$ cat src/rtl/gbfs_pkg.sv
// gbfs_pkg: sizes, codes and shared types of the grid BFS shortest path core.
// Used by gbfs_nbr_unit and grid_bfs_shortest_path_core; depends on nothing.

package gbfs_pkg;

   // grid limits
   localparam int unsigned MAX_ROWS   = 128;
   localparam int unsigned MAX_COLS   = 128;
   localparam int unsigned CELL_COUNT = MAX_ROWS * MAX_COLS;

   localparam int unsigned ROW_W  = $clog2(MAX_ROWS);       // row coordinate
   localparam int unsigned COL_W  = $clog2(MAX_COLS);       // column coordinate
   localparam int unsigned ROWS_W = $clog2(MAX_ROWS + 1);   // row count 1..MAX_ROWS
   localparam int unsigned COLS_W = $clog2(MAX_COLS + 1);   // column count 1..MAX_COLS
   localparam int unsigned CELL_W = $clog2(CELL_COUNT);     // raster cell index
   localparam int unsigned PTR_W  = $clog2(CELL_COUNT + 1); // queue pointers

   // path length in cells, saturating
   localparam int unsigned LEN_W = 15;
   localparam logic [LEN_W-1:0] LEN_MAX = {LEN_W{1'b1}};

   // control registers
   localparam int unsigned CSR_W     = 8;
   localparam int unsigned CSR_IDX_W = 2;
   localparam logic [CSR_IDX_W-1:0] REG_GRID_ROWS = CSR_IDX_W'(0);
   localparam logic [CSR_IDX_W-1:0] REG_GRID_COLS = CSR_IDX_W'(1);

   // neighbor visiting order
   typedef enum logic [1:0] {
      DIR_UP,
      DIR_RIGHT,
      DIR_DOWN,
      DIR_LEFT
   } dir_type;

   // one queue entry
   typedef struct packed {
      logic [ROW_W-1:0]  row;
      logic [COL_W-1:0]  col;
      logic [CELL_W-1:0] idx;
      logic [LEN_W-1:0]  len;
   } entry_type;

   // neighbor of the current cell
   typedef struct packed {
      logic              ok;   // inside the grid
      logic [ROW_W-1:0]  row;
      logic [COL_W-1:0]  col;
      logic [CELL_W-1:0] idx;
   } nbr_type;

   // 0 acts as 1, above the limit acts as the limit
   function automatic int unsigned clamp_dim(input logic [CSR_W-1:0] v,
                                             input int unsigned maxv);
      int unsigned r;
      r = int'(v);
      if (r == 0) begin
         r = 1;
      end else if (r > maxv) begin
         r = maxv;
      end
      return r;
   endfunction

endpackage

$ cat src/rtl/gbfs_nbr_unit.sv
// gbfs_nbr_unit: neighbor address and bounds check for one direction.
// One shared adder forms the raster index; depends on gbfs_pkg.

module gbfs_nbr_unit (
   input  gbfs_pkg::entry_type               cur,
   input  gbfs_pkg::dir_type                 dir,
   input  logic [gbfs_pkg::ROWS_W-1:0]       rows,
   input  logic [gbfs_pkg::COLS_W-1:0]       cols,
   output gbfs_pkg::nbr_type                 nbr
);
   import gbfs_pkg::*;

   logic [CELL_W-1:0] addend;
   logic [CELL_W-1:0] cols_ext;

   assign cols_ext = CELL_W'(cols);

   always_comb begin
      nbr.ok  = 1'b0;
      nbr.row = cur.row;
      nbr.col = cur.col;
      addend  = '0;
      case (dir)
         DIR_UP: begin
            nbr.ok  = cur.row != '0;
            nbr.row = cur.row - ROW_W'(1);
            addend  = '0 - cols_ext;
         end
         DIR_RIGHT: begin
            nbr.ok  = (COLS_W'(cur.col) + COLS_W'(1)) != cols;
            nbr.col = cur.col + COL_W'(1);
            addend  = CELL_W'(1);
         end
         DIR_DOWN: begin
            nbr.ok  = (ROWS_W'(cur.row) + ROWS_W'(1)) != rows;
            nbr.row = cur.row + ROW_W'(1);
            addend  = cols_ext;
         end
         DIR_LEFT: begin
            nbr.ok  = cur.col != '0;
            nbr.col = cur.col - COL_W'(1);
            addend  = {CELL_W{1'b1}};
         end
         default: begin
            nbr.ok = 1'b0;
         end
      endcase
      // single shared adder, wraps mod 2^CELL_W
      nbr.idx = cur.idx + addend;
   end

endmodule

$ cat config.mk
export PLATFORM = sky130hd
export DESIGN_NAME = gbfs_nbr_unit
export DESIGN_NICKNAME = d
export VERILOG_FILES = /design/src/rtl/gbfs_pkg.sv /design/src/rtl/gbfs_nbr_unit.sv
export SDC_FILE = /design/constraint.sdc
export NUM_CORES = 1
export LEC_CHECK = 0
export BUFFER_PORTS_ARGS = -buffer_cell sky130_fd_sc_hd__buf_2
export CAP_MARGIN = 5
export CORE_UTILIZATION = 30
export DETAILED_ROUTE_END_ITERATION = 7
export GPL_TIMING_DRIVEN = 0
export MAX_ROUTING_LAYER = met4
export SLEW_MARGIN = 20
export SYNTH_ARGS = -nofsm -noshare
export SYNTH_HDL_FRONTEND = slang
export SYNTH_SLANG_ARGS = --single-unit
$ cat constraint.sdc
create_clock -name vclk -period 8.5
set_input_delay 1.275 -clock vclk [all_inputs]
set_output_delay 1.275 -clock vclk [all_outputs]
set_load 0.01 [all_outputs]
; Word-level counts from Yosys, hierarchy flattened
; Cells that the tools add are included.
[classes]
eq_ne = 5
reduce_logical = 3
n_addsub = 8
mux = 4
[ops]
columns = op, count
row1 = 14-bit case mux with 4 select lines, 1
row2 = 7-bit case mux with 2 select lines, 2
row3 = 7-bit by 1-bit adder with 8-bit output (second input constant), 2
row4 = 8-bit inequality test, 2
row5 = 14-bit adder, 1
row6 = 7-bit by 1-bit adder with 7-bit output (second input constant), 2
row7 = 7-bit nonzero test, 2
row8 = 7-bit by 1-bit subtractor with 7-bit output (second input constant), 2
row9 = 1-bit by 8-bit subtractor with 9-bit output (first input constant), 1
row10 = 2-bit == test (second input constant), 2
row11 = 1-bit case mux with 4 select lines, 1
row12 = 2-bit by 1-bit == test with 1-bit output (second input constant), 1
row13 = 2-bit zero test, 1
[totals]
reg_bits = 0
elab_cells = 20
output_inout_bits = 29
input_bits = 61

; Logic depth before layout (Yosys ltp)
[depth]
depth_word = 3
depth_mapped = 14

; Worst setup path before layout
; No wires, ideal clock.
[synth_timing]
path_kind = input -> output
startpoint = input port cols[0] (netlist bit)
endpoint = output port nbr[13] (netlist bit)
required_time_ns = 7.225
slack_ns = 3.230
path_stages = 13
arrival_time_ns = 3.995
path_cell_list = inv_1 -> ha_1 -> or3b_4 -> or3_4 -> and2_2 -> o32a_1 -> ha_1 -> a21oi_1 -> o21ai_0 -> a31oi_1 -> o221ai_1 -> a21oi_1 -> xnor2_1
[synth_lines]
columns = item, line_no
row1 = from (decl), gbfs_nbr_unit.sv:8  ; input logic [gbfs_pkg::COLS_W-1:0] cols,
row2 = to (decl), gbfs_nbr_unit.sv:9  ; output gbfs_pkg::nbr_type nbr

==> impl_metrics.py <==
metrics = {
    "run_status": {
        "status": "finished, final reports clean",
    },
    "sta": {
        "period_share_pct": 67.1,
        "slew_headroom_pct": 65.4,
        "max_clock_freq_mhz": 175,
        "setup_total_negative_slack_ns": 0,
        "finalCriticalPeriod_ns": 5.71,
        "final.setup.worst_slack_ns": 2.79,
        "setup_repair_after_global_routing_missed_its_margin": "no",
        "finalSetupViolations": 0,
        "worst_slew_pin_slew_ns": 0.519,
        "timing_max_transition_violations_final": 0,
        "finalHoldViolCount": 0,
    },
    "critical_path": {
        "critical_path_required_ns": 7.22,
        "worstSetupPathType": "input port to primary output",
        "critPathArrivalTime_ns": 4.43,
        "cp_num_cells": 15,
        "crit_path_end_kind": "primary output",
        "worstPathCellList": "buf_2 > inv_1 > ha_1 > or3b_4 > or3_4 > and2_2 > o32a_1 > ha_1 > a21oi_1 > o21ai_0 > a31oi_1 > o221ai_1 > a21oi_1 > xnor2_1 > buf_2",
        "critPathTopFamily": "compound AO/OA/AOI/OAI gates",
        "critPathMaxFanout": 4,
        "cp_slowest_cell": "sky130_fd_sc_hd__or3b_4",
        "worst_setup_path_endpoint": "nbr[13]",
        "critPathLaunch": "cols[0]",
        "worst_setup_path_start_kind": "input port",
        "critical_path_buf_inv_count": 3,
        "crit_path_max_incr_delay_ns": 0.40,
    },
    "cells_and_area": {
        "fillers": 662,
        "sequential_cell_area_um2": 0,
        "multi_input_area_um2": 1740,
        "n_antenna_cell": 0,
        "final_layout_size_suffix_gt1_share_pct": 25.2,
        "layout.clock_buffers": 0,
        "seq_cell_count": 0,
        "areaGrowthSynthToFinish_pct": 24.5,
        "total_nets_final": 439,
    },
    "power": {
        "peakVddDrop_v": 0.0000343,
        "power.density_nw_per_um2": 77.3,
        "power.leakage_nw": 1.10,
    },
    "yosys": {
        "yosys_warnings": 0,
        "syn_area_um2": 1870,
        "post_synth_adder_cell_area_pct": 21.9,
        "syn_area_per_cell_um2": 6.89,
        "synthCells": 272,
        "mappedNetlistNets": 364,
        "xor_and_xnor_fraction_of_the_mapped_netlist_area_pct": 19.6,
        "yosysSeqAreaShare_pct": 0,
        "synth.distinct_cells": 50,
        "synth_simple_gate_area_share_pct": 21.5,
        "synth_top_family_by_area": "compound AO/OA/AOI/OAI gates",
        "synth_compound_gate_area_share_pct": 26.9,
        "synth.area.mux_share_pct": 2.87,
    },
    "grt": {
        "maximum_number_of_pins_on_one_net_before_global_route_repair": 11,
        "first_global_vias": 1887,
        "globalRouteOverflowTotal": 0,
        "globalRouteTotalUtil_pct": 16.4,
        "antenna_violations_before_repair": 0,
        "grt_pass1_wl_um": 8550,
    },
    "clocking": {
        "cts_hold_repair.buffers": 0,
        "post_cts.resized_instances": 0,
        "cts_post_setup_buffers_inserted": 0,
    },
    "worst_hold_path": {
        "class_of_the_worst_hold_path": "input port to primary output",
    },
    "die": {
        "initial_utilization_pct": 31.3,
        "floorplan.die_area_um2": 6570,
        "std_cell_rows": 28,
        "floorplan.io_pins": 90,
        "die-height_um": 81.0,
        "chipWidth_um": 81.0,
        "core_area_um2": 5990,
    },
    "place": {
        "gp_congestion": 0.822,
        "port_buffers": 73,
        "detailedPlacementHpwl_um": 4360,
        "placement.setup.worst_slack_ns": 2.77,
    },
    "routing": {
        "firstDrtPassIters": 4,
        "detail_route.iter0.violations": 48,
        "route.antenna.remaining_nets": 0,
        "routed-via-count": 2117,
        "detail_route.wirelength_um": 5160,
        "post_drt_via_cell_ratio": 5.04,
        "drc_errors": 0,
        "routed_wire_length_per_instance_um": 12.3,
    },
    "job": {
        "drv_cap": 0,
    },
}
## cells in the final DEF, fill, tap and decap left out, types with 2 or more instances in the layout
| cell | instances |
|---|---|
| sky130_fd_sc_hd__buf_2 | 76 |
| sky130_fd_sc_hd__ha_1 | 28 |
| sky130_fd_sc_hd__xnor2_1 | 27 |
| sky130_fd_sc_hd__inv_1 | 24 |
| sky130_fd_sc_hd__nand2_1 | 24 |
| sky130_fd_sc_hd__o21ai_0 | 23 |
| sky130_fd_sc_hd__a21oi_1 | 21 |
| sky130_fd_sc_hd__nor2_1 | 18 |
| sky130_fd_sc_hd__xor2_1 | 15 |
| sky130_fd_sc_hd__nand3_1 | 10 |
| sky130_fd_sc_hd__nor2b_1 | 6 |
| sky130_fd_sc_hd__nor3_1 | 5 |
| sky130_fd_sc_hd__nand4_1 | 5 |
| sky130_fd_sc_hd__clkbuf_1 | 4 |
| sky130_fd_sc_hd__a21o_1 | 4 |
| sky130_fd_sc_hd__o311ai_0 | 4 |
| sky130_fd_sc_hd__nor4_1 | 4 |
| sky130_fd_sc_hd__mux2_2 | 3 |
| sky130_fd_sc_hd__a21boi_0 | 3 |
| sky130_fd_sc_hd__o32ai_1 | 3 |
| sky130_fd_sc_hd__fa_1 | 3 |
| sky130_fd_sc_hd__o21a_1 | 2 |
| sky130_fd_sc_hd__or2_2 | 2 |
| sky130_fd_sc_hd__a31oi_1 | 2 |
| sky130_fd_sc_hd__mux2i_1 | 2 |
| sky130_fd_sc_hd__o22ai_1 | 2 |
| sky130_fd_sc_hd__a311oi_1 | 2 |
## stage by stage
step	power, mW	util, %	std cells	hold WS, ns	instance area [µm²]
2_1_floorplan	0.120	-	272	2.64	1870
3_3_place_gp	0.179	39.0	420	2.86	2330
3_5_place_dp	0.181	39.0	420	2.86	2330
4_1_cts	0.182	39.0	420	2.87	2330
5_1_grt	0.203	39.0	420	2.91	2330
6_report	0.180	39.0	420	2.86	2330
## synth_stat cells, types with 3 or more instances
library cell | n | area, µm²
sky130_fd_sc_hd__a21boi_0 | 3 | 22.5
sky130_fd_sc_hd__a21o_1 | 4 | 30.0
sky130_fd_sc_hd__a21oi_1 | 21 | 105
sky130_fd_sc_hd__buf_2 | 3 | 15.0
sky130_fd_sc_hd__clkbuf_1 | 4 | 15.0
sky130_fd_sc_hd__fa_1 | 3 | 60.1
sky130_fd_sc_hd__ha_1 | 28 | 350
sky130_fd_sc_hd__inv_1 | 24 | 90.1
sky130_fd_sc_hd__mux2_2 | 3 | 33.8
sky130_fd_sc_hd__nand2_1 | 24 | 90.1
sky130_fd_sc_hd__nand3_1 | 10 | 50.1
sky130_fd_sc_hd__nand4_1 | 5 | 31.3
sky130_fd_sc_hd__nor2_1 | 18 | 67.6
sky130_fd_sc_hd__nor2b_1 | 6 | 37.5
sky130_fd_sc_hd__nor3_1 | 5 | 25.0
sky130_fd_sc_hd__nor4_1 | 4 | 25.0
sky130_fd_sc_hd__o21ai_0 | 23 | 115
sky130_fd_sc_hd__o311ai_0 | 4 | 35.0
sky130_fd_sc_hd__o32ai_1 | 3 | 26.3
sky130_fd_sc_hd__xnor2_1 | 27 | 236
sky130_fd_sc_hd__xor2_1 | 15 | 131
## how the worst min path moves through the flow
stage	slack, ns	cells past startpoint	to	startpoint
final	2.86	3	nbr[0]	cur[15]
after global routing	2.91	3	nbr[0]	cur[15]
after CTS	2.87	3	nbr[0]	cur[15]
after detailed placement	2.86	3	nbr[0]	cur[15]
after global placement	2.86	3	nbr[0]	cur[15]
after floorplan	2.64	1	nbr[20]	cur[35]
## power by group
part	internal [mW]	leakage [nW]	switching [mW]
registers	0	0	0
clock network	0	0	0
logic	0.0816	1.10	0.0987
## cell type report
type	instances	share of cell area, %
Timing Repair Buffer	73	15.7
Inverter	25	4.02
Multi-Input combinational cell	238	74.5
Buffer	9	1.77
Tap cell	75	4.02
## worst min-delay path, cell delays in order
cell,delay (ns)
sky130_fd_sc_hd__buf_2,0.08
sky130_fd_sc_hd__ha_1,0.12
sky130_fd_sc_hd__buf_2,0.12
## layer usage
| layer | vias to the layer above | GRT usage, % | part of all wire, % |
|---|---|---|---|
| li1 | 1126 | - | - |
| met1 | 947 | 22.3 | 50 |
| met2 | 44 | 28.2 | 46 |
| met3 | 0 | 0.562 | 4.2 |
| met4 | 0 | 0.179 | 0 |
| met5 | - | - | 0 |
## cells by family (layout without fill, tap and decap cells)
logic type,Yosys count,after routing
XOR/XNOR,42,42
multiplexers,5,5
adder cells (fa/ha/maj),31,31
AND/OR/NAND/NOR,81,81
buffers and inverters,34,107
AO/OA/AOI/OAI,79,79
(Power assumes the default switching activity.)
